**src/rtl/opa_pkg.sv**
```systemverilog
package opa_pkg;

  // Pool geometry
  localparam int PoolSize = 256;
  localparam int HandleW  = 8;
  localparam int CountW   = $clog2(PoolSize + 1);
  localparam int AddrW    = $clog2(PoolSize);

  // Command codes
  localparam logic [1:0] CmdAlloc   = 2'd0;
  localparam logic [1:0] CmdTry     = 2'd1;
  localparam logic [1:0] CmdRelease = 2'd2;

  // Status codes
  localparam logic [1:0] StOk        = 2'd0;
  localparam logic [1:0] StEmpty     = 2'd1;
  localparam logic [1:0] StInvalid   = 2'd2;
  localparam logic [1:0] StExhausted = 2'd3;

  typedef struct packed {
    logic [1:0]         command;
    logic [HandleW-1:0] handle_in;
  } req_t;

  typedef struct packed {
    logic [HandleW-1:0] handle_out;
    logic [1:0]         status;
  } rsp_t;

  // Free list update for one transaction
  typedef struct packed {
    logic               pop;
    logic               push;
    logic [HandleW-1:0] push_data;
  } fifo_ctrl_t;

  typedef struct packed {
    logic empty;
    logic full;
  } fifo_stat_t;

endpackage

```
**src/rtl/object_pool_allocator_top.sv**
```systemverilog
// Object pool allocator: hands out 8-bit object handles from a pool of 256.
// Request channel (req_valid_i / req_ready_o / req_i) carries a command and,
// for release, the handle to return. Response channel (rsp_valid_o /
// rsp_ready_i / rsp_o) returns one transaction per request: the granted
// handle and a status (ok, free list empty, invalid release, exhausted).
// Allocate reuses the oldest released handle, else a never-used one.
// Try-allocate only looks at the free list.
// A request is accepted in S_IDLE and executed in S_EXEC. The edge that
// accepts it also reads the free-list memory and the allocation bitmap
// memory; the execute cycle decides and writes back, and the response
// register loads at its end. So rsp_valid_o rises as S_EXEC completes, and
// a new request is not taken until the previous one has left S_EXEC.
// A request is taken again as soon as the previous one has finished, even
// while its response is still waiting in the output register. If the
// receiver stalls with a response still pending, the next request holds in
// the write-back cycle until the output register frees up.
// Reset clears the counters, the pointers and the bitmap valid bits at once;
// the block is ready in the first cycle after reset.
module object_pool_allocator_top (
  input  logic          clk_i,
  input  logic          rst_ni,
  input  logic          req_valid_i,
  output logic          req_ready_o,
  input  opa_pkg::req_t req_i,
  output logic          rsp_valid_o,
  input  logic          rsp_ready_i,
  output opa_pkg::rsp_t rsp_o
);

  typedef enum logic [1:0] {
    S_IDLE = 2'b01,
    S_EXEC = 2'b10
  } state_e;

  state_e                       state_q, state_d;
  opa_pkg::req_t                req_q;
  opa_pkg::rsp_t                rsp_q, rsp_d;
  logic                         rsp_valid_q;
  logic [opa_pkg::CountW-1:0]   fresh_q, fresh_d;
  logic                         req_fire;
  logic                         exec_fire;

  // Allocation bitmap: memory plus per-entry valid bits cleared by reset
  logic                         map_mem [opa_pkg::PoolSize];
  logic [opa_pkg::PoolSize-1:0] map_vld_q;
  logic                         map_rd_q;
  logic                         map_marked;
  logic                         map_we;
  logic [opa_pkg::AddrW-1:0]    map_wa;
  logic                         map_wd;

  // Free list
  logic [opa_pkg::HandleW-1:0]  fifo_rd_data;
  opa_pkg::fifo_ctrl_t          fifo_ctrl;
  opa_pkg::fifo_stat_t          fifo_stat;

  opa_free_fifo u_free_fifo (
    .clk_i     (clk_i),
    .rst_ni    (rst_ni),
    .rd_en_i   (req_fire),
    .rd_data_o (fifo_rd_data),
    .ctrl_i    (fifo_ctrl),
    .stat_o    (fifo_stat)
  );

  assign req_ready_o = (state_q == S_IDLE);
  assign req_fire    = req_valid_i && req_ready_o;
  assign exec_fire   = (state_q == S_EXEC) && (!rsp_valid_q || rsp_ready_i);

  // Bitmap read data is only trusted if the entry was ever written
  assign map_marked = map_rd_q && map_vld_q[req_q.handle_in[opa_pkg::AddrW-1:0]];

  // Decide the transaction and its write-backs
  always_comb begin
    rsp_d          = '0;
    rsp_d.status   = opa_pkg::StOk;
    fresh_d        = fresh_q;
    fifo_ctrl      = '0;
    map_we         = 1'b0;
    map_wa         = '0;
    map_wd         = 1'b0;
    unique case (req_q.command) inside
      opa_pkg::CmdAlloc, opa_pkg::CmdTry: begin
        if (!fifo_stat.empty) begin
          rsp_d.handle_out = fifo_rd_data;
          fifo_ctrl.pop    = exec_fire;
          map_we           = exec_fire;
          map_wa           = fifo_rd_data[opa_pkg::AddrW-1:0];
          map_wd           = 1'b1;
        end else if (req_q.command == opa_pkg::CmdTry) begin
          rsp_d.status = opa_pkg::StEmpty;
        end else if (fresh_q < opa_pkg::CountW'(opa_pkg::PoolSize)) begin
          rsp_d.handle_out = fresh_q[opa_pkg::HandleW-1:0];
          map_we           = exec_fire;
          map_wa           = fresh_q[opa_pkg::AddrW-1:0];
          map_wd           = 1'b1;
          if (exec_fire) begin
            fresh_d = fresh_q + opa_pkg::CountW'(1);
          end
        end else begin
          rsp_d.status = opa_pkg::StExhausted;
        end
      end
      opa_pkg::CmdRelease: begin
        if (map_marked) begin
          map_we              = exec_fire;
          map_wa              = req_q.handle_in[opa_pkg::AddrW-1:0];
          map_wd              = 1'b0;
          fifo_ctrl.push      = exec_fire;
          fifo_ctrl.push_data = req_q.handle_in;
        end else begin
          rsp_d.status = opa_pkg::StInvalid;
        end
      end
      default: begin
        rsp_d.status = opa_pkg::StOk;
      end
    endcase
  end

  // Sequencer
  always_comb begin
    state_d = state_q;
    unique case (state_q)
      S_IDLE: if (req_fire) state_d = S_EXEC;
      S_EXEC: if (exec_fire) state_d = S_IDLE;
      default: state_d = S_IDLE;
    endcase
  end

  always_ff @(posedge clk_i or negedge rst_ni) begin
    if (!rst_ni) begin
      state_q     <= S_IDLE;
      rsp_valid_q <= 1'b0;
      fresh_q     <= '0;
      map_vld_q   <= '0;
    end else begin
      state_q <= state_d;
      fresh_q <= fresh_d;
      if (exec_fire) begin
        rsp_valid_q <= 1'b1;
      end else if (rsp_ready_i) begin
        rsp_valid_q <= 1'b0;
      end
      if (map_we) begin
        map_vld_q[map_wa] <= 1'b1;
      end
    end
  end

  // Request and response payload registers
  always_ff @(posedge clk_i) begin
    if (req_fire) begin
      req_q <= req_i;
    end
    if (exec_fire) begin
      rsp_q <= rsp_d;
    end
  end

  // Bitmap memory: write-back in the execute cycle, read on acceptance
  always_ff @(posedge clk_i) begin
    if (map_we) begin
      map_mem[map_wa] <= map_wd;
    end
    if (req_fire) begin
      map_rd_q <= map_mem[req_i.handle_in[opa_pkg::AddrW-1:0]];
    end
  end

  assign rsp_valid_o = rsp_valid_q;
  assign rsp_o       = rsp_q;

endmodule

```
**src/rtl/opa_free_fifo.sv**
```systemverilog
// Free-handle queue: one synchronous memory plus head, tail and fill count.
module opa_free_fifo (
  input  logic                         clk_i,
  input  logic                         rst_ni,
  input  logic                         rd_en_i,
  output logic [opa_pkg::HandleW-1:0]  rd_data_o,
  input  opa_pkg::fifo_ctrl_t          ctrl_i,
  output opa_pkg::fifo_stat_t          stat_o
);

  logic [opa_pkg::HandleW-1:0] mem [opa_pkg::PoolSize];
  logic [opa_pkg::AddrW-1:0]   head_q, head_d;
  logic [opa_pkg::AddrW-1:0]   tail_q, tail_d;
  logic [opa_pkg::CountW-1:0]  count_q, count_d;
  logic [opa_pkg::HandleW-1:0] rd_q;
  logic                        do_push;
  logic                        do_pop;

  assign stat_o.empty = (count_q == '0);
  assign stat_o.full  = (count_q == opa_pkg::CountW'(opa_pkg::PoolSize));

  // A push with the queue full is dropped
  assign do_push = ctrl_i.push && !stat_o.full;
  assign do_pop  = ctrl_i.pop && !stat_o.empty;

  // Pointers wrap at the pool size
  always_comb begin
    head_d  = head_q;
    tail_d  = tail_q;
    count_d = count_q;
    if (do_pop) begin
      head_d = (head_q == opa_pkg::AddrW'(opa_pkg::PoolSize - 1)) ? '0
             : head_q + opa_pkg::AddrW'(1);
    end
    if (do_push) begin
      tail_d = (tail_q == opa_pkg::AddrW'(opa_pkg::PoolSize - 1)) ? '0
             : tail_q + opa_pkg::AddrW'(1);
    end
    if (do_push && !do_pop) begin
      count_d = count_q + opa_pkg::CountW'(1);
    end else if (do_pop && !do_push) begin
      count_d = count_q - opa_pkg::CountW'(1);
    end
  end

  always_ff @(posedge clk_i or negedge rst_ni) begin
    if (!rst_ni) begin
      head_q  <= '0;
      tail_q  <= '0;
      count_q <= '0;
    end else begin
      head_q  <= head_d;
      tail_q  <= tail_d;
      count_q <= count_d;
    end
  end

  // Storage: write at tail, registered read at head
  always_ff @(posedge clk_i) begin
    if (do_push) begin
      mem[tail_q] <= ctrl_i.push_data;
    end
    if (rd_en_i) begin
      rd_q <= mem[head_q];
    end
  end

  assign rd_data_o = rd_q;

endmodule
```
**config.mk**
```make
export PLATFORM = sky130hd
export DESIGN_NAME = object_pool_allocator_top
export DESIGN_NICKNAME = d
export VERILOG_FILES = /design/src/rtl/opa_pkg.sv /design/src/rtl/object_pool_allocator_top.sv /design/src/rtl/opa_free_fifo.sv
export SDC_FILE = /design/constraint.sdc
export NUM_CORES = 2
export LEC_CHECK = 0
export BUFFER_PORTS_ARGS = -buffer_cell sky130_fd_sc_hd__buf_4
export CAP_MARGIN = 20
export CORE_MARGIN = 1.5
export CORE_UTILIZATION = 55
export CTS_CLUSTER_DIAMETER = 40
export DETAILED_ROUTE_END_ITERATION = 7
export PLACE_DENSITY = 0.7
export SKIP_LAST_GASP = 1
export SYNTH_ARGS = -nofsm -noshare
export SYNTH_HDL_FRONTEND = slang
export SYNTH_SLANG_ARGS = --single-unit
```
**constraint.sdc**
```tcl
create_clock -name clk_i -period 28.2 [get_ports clk_i]
set_input_delay 4.23 -clock clk_i [delete_from_list [all_inputs] [get_ports clk_i]]
set_output_delay 4.23 -clock clk_i [all_outputs]
set_load 0.01 [all_outputs]
```
### After elaboration in Yosys (flattened, before gate mapping)

Memories as Yosys holds them, arrays and structs flattened. A register that Yosys moved wholly into a read port is not among the register bits.
Index checks and enable logic that the tools add are counted.

* add/subtract/negate cells: 5
* $lt $le $gt $ge: 4
* equal/unequal tests: 9
* mux-type cells: 40
* bitwise operators: 2
* reduce and logical (&&, ||, !) cells: 21

Operators with widths (count)
* $or A256 B256 Y256: 1
* $mux W8: 6
* $mux W9: 4
* $add A9 B1 Y9 const B: 2
* $lt A8 B9 Y1 const B: 2
* $mux W1: 18
* $add A8 B1 Y8 const B: 2
* $eq A8 B8 Y1 const B: 2
* $pmux W8 S2: 1
* $mux W2: 6
* $eq A9 B9 Y1 const B: 1
* $logic_not A9 Y1: 1
* $lt A9 B9 Y1 const B: 1
* $sub A9 B1 Y9 const B: 1
* $bmux W1 S8: 1
* $demux W1 S8: 1
* $ge A8 B1 Y1 const B: 1
* $logic_and A1 B1 Y1: 8
* $pmux W2 S2: 2
* $logic_not A1 Y1: 5
* $reduce_and A5 Y1: 1
* $eq A2 B1 Y1 const B: 2
* $eq A2 B2 Y1 const B: 2
* $reduce_bool A2 Y1: 2
* 8 further kinds: 8

* register bits after elaboration: 313
* bits in writable memories: 2304
* bits of input ports: 14
* output and inout port bits: 12
* word-level logic and storage cells: 94
* memories kept: 2

Memory list
* u_free_fifo.mem: words 256, bits a word 8, read ports 1, clocked after Yosys merged registers in 1, wr ports 1, RTL line opa_free_fifo.sv:11 `logic [opa_pkg::HandleW-1:0] mem [opa_pkg::PoolSize];`
* map_mem: words 256, bits a word 1, read ports 1, clocked after Yosys merged registers in 1, wr ports 1, RTL line object_pool_allocator_top.sv:44 `logic map_mem [opa_pkg::PoolSize];`

### Depth between registers and ports, before layout

* depth after elaboration: 10
* gate-level depth with buffers: 28
* gate-level depth less buffers: 19

### Modules after synthesis

From an unflattened synthesis, not the netlist that was laid out.

* cell total of the unflattened synthesis: 5543
* area total of the unflattened synthesis: 104607.8 um^2

Modules (own cells, without submodules)
* opa_free_fifo: times used 1, cells an instance 3919, area an instance 81000.2 um^2, seq. area each 62364.8 um^2
* object_pool_allocator_top: times used 1, cells an instance 1624, area an instance 23607.6 um^2, seq. area each 15025.7 um^2

### Least setup slack after synthesis

No wires, ideal clock.

* path kind: reg2reg
* start: register req_q[0] in the netlist's numbering
* end: memory u_free_fifo.mem[0][1] in the netlist's numbering, data pin
* setup time: 1.589 ns
* data arrival time: 9.206 ns
* required time: 26.611 ns
* setup slack: 17.404 ns
* stages on the path, launching flop included: 15
* path buffers: 8
* clock period less this slack: 10.796 ns
* cells stage by stage: edfxtp_1 > buf_6 > buf_12 > buf_6 > buf_6 > buf_6 > buf_6 > mux2i_1 > a22oi_1 > a21oi_1 > nor3_2 > nor4_4 > buf_6 > buf_4 > o22ai_1

RTL lines
* from (decl): RTL line object_pool_allocator_top.sv:36 `opa_pkg::req_t req_q;`
* from (signal assigned): RTL line object_pool_allocator_top.sv:154 `req_q <= req_i;`
* to (decl): RTL line opa_free_fifo.sv:11

### Worst setup path in the final report

* start: input rsp_ready_i
* end: register u_free_fifo.count_q[8] in the netlist's numbering

* cells in the longest elaborated chain, start to end: 8
* elaborated cells on any way between the ends: 14

Ends and longest elaborated chain
* from (decl): RTL line object_pool_allocator_top.sv:26 `input logic rsp_ready_i,`
* $logic_or A1 B1 Y1 (*): RTL line object_pool_allocator_top.sv:68 `assign exec_fire = (state_q == S_EXEC) && (!rsp_valid_q || rsp_ready_i);`
* $logic_and A1 B1 Y1 (*): RTL line object_pool_allocator_top.sv:68
* $mux W9 (*): RTL line object_pool_allocator_top.sv:105 `if (map_marked) begin`
* $mux W9 (*): RTL line object_pool_allocator_top.sv:82 `unique case (req_q.command) inside`
* $logic_and A1 B1 Y1 (*): RTL line opa_free_fifo.sv:23 `assign do_push = ctrl_i.push && !stat_o.full;`
* named net u_free_fifo.do_push: RTL line opa_free_fifo.sv:16 `logic do_push;`
* $logic_not A1 Y1: RTL line opa_free_fifo.sv:41 `end else if (do_pop && !do_push) begin`
* $logic_and A1 B1 Y1: RTL line opa_free_fifo.sv:41
* $reduce_bool A2 Y1 (no line)
* to (signal assigned): RTL line opa_free_fifo.sv:54 `count_q <= count_d;`
* to (decl): RTL line opa_free_fifo.sv:14 `logic [opa_pkg::CountW-1:0] count_q, count_d;`

Mark *: on every way through the listed nets, which the timed path passes. The rest lies on a longest branch.
A chain may end at the register's enable or synchronous reset.

==> flow_summary_export.csv <==
group,metric,value,unit
run_status,status,"complete, no violations",
critical_path,reg2reg_depth,21,
detailed_routing,ant_nets,0,
die,ios,26,
sta,hold_viol,0,
place,numPortBuffers,25,
die,start_util,55.4,%
sta,worst_slew_margin_rel,20.4,%
clocking,htreeDepth,5,
synthesis,netlist_instances,5349,
synthesis,yosys.area.top_type,"edfxtp_1",
detailed_routing,vias_per_cell,6.59,
hold_path,hp-class,"reg2reg",
die,die_x,443,um
clocking,cts-root-buf,"clkbuf_16",
detailed_routing,wl_per_cell,31.3,um
clocking,cts_buffers,350,
pwr,power_leakage,38.2,nW
critical_path,crit_required,29.05,ns
sta,setup_viol,0,
clocking,clock_latency,0.95,ns
clocking,cts_tree,"done",
die,rows,161,
critical_path,end_kind,"flip-flop",
critical_path,rr_startpoint,"req_q[1]",
final_layout,finalInstanceArea,0.121,mm^2
critical_path,crit_start,"rsp_ready_i",
clocking,clk_pin_slew_worst_paths,0.06,ns
final_layout,finalNetCount,5467,
synthesis,synth_area,0.106,mm^2
detailed_routing,wl,258000,um
synthesis,syn_nets,5380,
synthesis,async_flop_share,11.2,%
synthesis,ys_ff_latch,2626,
critical_path,critPathCapture,"u_free_fifo.count_q[8]",
critical_path,ff2ff_setup_slack,21.46,ns
synthesis,synth_top_area_share,65.8,%
sta,min_period_over_period,26.4,%
pwr,pwr_density_cell,88.7,mW/mm^2
clocking,postCtsSetupRepairBufs,0,
grt,grt_antenna_before_repair,6,
die,core-area,0.192,mm^2
critical_path,path_max_fanout,23,
synthesis,yosysMostFrequentCell,"edfxtp_1",
grt,grt_overflow,0,
grt,grt_max_degree,205,
detailed_routing,dr.pass1.iters,6,
detailed_routing,drc,0,
critical_path,critPathKind,"in2reg",
clocking,cts_resized,0,
grt,grt_pass1_vias,54600,
detailed_routing,vias,54200,
detailed_routing,drtIter0Drc,6753,
synthesis,synth_area_leaders,"edfxtp_1, mux4_2, dfrtp_1, o31ai_1, nor2_1",
synthesis,synth.distinct_cells,76,
place,post_dp_cell_area,0.109,mm^2
place,place.gp.congestion,0.856,
place,place_hpwl,146000,um
hold_path,min_from,"map_vld_q[66]",
clocking,clock_path_buffers,4,
die,die-area,0.196,mm^2
clocking,ctsHoldBuffers,0,
sta,drv_slew,0,
die,chipHeight,443,um
critical_path,r2r-end,"u_free_fifo.count_q[8]",
critical_path,start_kind,"input port",
synthesis,avgSynthCellArea,19.9,um^2
final_layout,drive_gt1_share,28.8,%
synthesis,synth_enable_flop_cells,2333,
final_layout,fillers,12700,
final_layout,area_growth,13.6,%
sta,tns,0,ns
sta,tightestPinTransition,1.19,ns
clocking,cts_sinks,2626,
sta,fmax,134,MHz
sta,rsz0062_at_grt,"false",
pwr,vdd_drop_max,103,uV
synthesis,seq_area_frac_synth,72.7,%
grt,grt_pass1_wl,384000,um
synthesis,yosys-top-cells-count,"edfxtp_1, mux4_2, nor2_1",
sta,fin_worst_skew,0.102,ns
critical_path,critPathArrivalTime,8.29,ns
grt,grt_usage,26.6,%
synthesis,ys_warn_count,0,
run,maxCapViolCount,0,
synthesis,synth_ff_type,"edfxtp_1",
sta,final.min_clock_period,7.44,ns
## kinds of logic (layout without fill, tap and decap cells)
group                    count (synthesis)  count (layout)  synth area share, %
AND/OR/NAND/NOR                        758             758                 3.41
flip-flops                            2626            2626                 72.7
buffers and inverters                  663            1020                 2.57
multiplexers                           865             865                 17.8
other                                    0               2                    0
AO/OA/AOI/OAI                          399             399                 3.19
XOR/XNOR                                21              21                0.173
adder cells (fa/ha/maj)                 17              17                0.207
## layout by cell type (no fill, tap or decap), types with 20 or more instances in the layout
cell	synthesis	layout
clkbuf_16	0	359
nor2_1	320	317
buf_4	8	129
clkinv_4	0	32
o21bai_1	20	20
mux2i_1	36	36
bufinv_16	0	29
mux4_2	820	820
clkbuf_1	227	29
o21ai_0	21	21
edfxtp_1	2333	2333
clkinv_1	0	33
inv_1	253	253
clkinvlp_4	0	30
inv_6	0	40
nand2_1	67	65
nor4_1	61	61
dfrtp_1	292	286
nand4_1	27	27
clkinv_2	0	30
inv_8	0	20
o31ai_1	172	172
a21oi_1	23	22
o41ai_2	36	36
o41ai_1	22	22
nor3_1	189	189
## metal layers
metal,GRT usage (%),wire length [um],vias to the layer above
li1,-,-,22100
met3,5.16,23200,475
met5,0,21,-
met1,39.0,103000,28700
met2,40.7,123000,2896
met4,9.45,8930,4
## registers in the layout, summed over array words and instances, names as in the netlist
register / flops
map_rd_q: 1
map_mem: 256
rsp_o: 10
u_free_fifo.count_q: 9
u_free_fifo.rd_data_o: 8
u_free_fifo.tail_q: 8
u_free_fifo.head_q: 8
state_q: 2
rsp_valid_o: 1
map_vld_q: 256
req_q: 10
u_free_fifo.mem: 2048
fresh_q: 9
## where the power goes
part           switching (W)  internal, W
sequential         0.0000690      0.00425
combinational        0.00111     0.000944
clock                0.00170      0.00266
total                0.00288      0.00786
## area by class of cell
class / instances / area, um^2 / share of cell area [%]
antenna: 2 / 5.00 / 0.00414
clock buffer: 401 / 9270 / 7.66
clock inverter: 221 / 2330 / 1.93
inverter: 253 / 950 / 0.785
multi-input combinational: 2060 / 26600 / 22.0
sequential: 2626 / 77400 / 64.0
tap: 2526 / 3160 / 2.61
timing repair buffer: 145 / 1300 / 1.07
## worst max-delay path, stage by stage
cell and delay [ns]:
buf_4 0.08, nand2b_1 0.11, nand2_1 0.35, inv_1 0.14
buf_4 0.33, and2_0 0.29, buf_6 0.24, nand2_1 0.12
inv_1 0.14, ha_1 0.23, inv_1 0.18, ha_1 0.34
a21oi_1 0.17, a21boi_0 0.11, o21ai_0 0.22, a21boi_0 0.18
o21a_1 0.20, or3_1 0.30, a21oi_1 0.18, xnor2_1 0.13
## metrics by stage
step	cells	total power, W	hold WS, ns	worst slack (ns)	utilization [%]
2_1_floorplan	5349	0.00584	0.426	17.40	-
3_3_place_gp	7602	0.00644	0.437	19.25	56.8
3_5_place_dp	7606	0.00646	0.445	19.32	56.8
4_1_cts	8228	0.0108	0.457	20.23	62.8
5_1_grt	8233	0.0110	0.472	20.52	62.9
6_report	8234	0.0107	0.455	20.76	62.9
## how the worst min path moves through the flow
stage / slack [ns] / end / cells after the start
2_1_floorplan: 0.43 / map_vld_q[102] / 2
3_3_place_gp: 0.44 / map_vld_q[70] / 2
3_5_place_dp: 0.45 / map_vld_q[66] / 2
4_1_cts: 0.46 / map_vld_q[66] / 2
5_1_grt: 0.47 / map_vld_q[90] / 2
6_report: 0.46 / map_vld_q[66] / 2
Note: power is estimated with default switching activity, not from simulation.
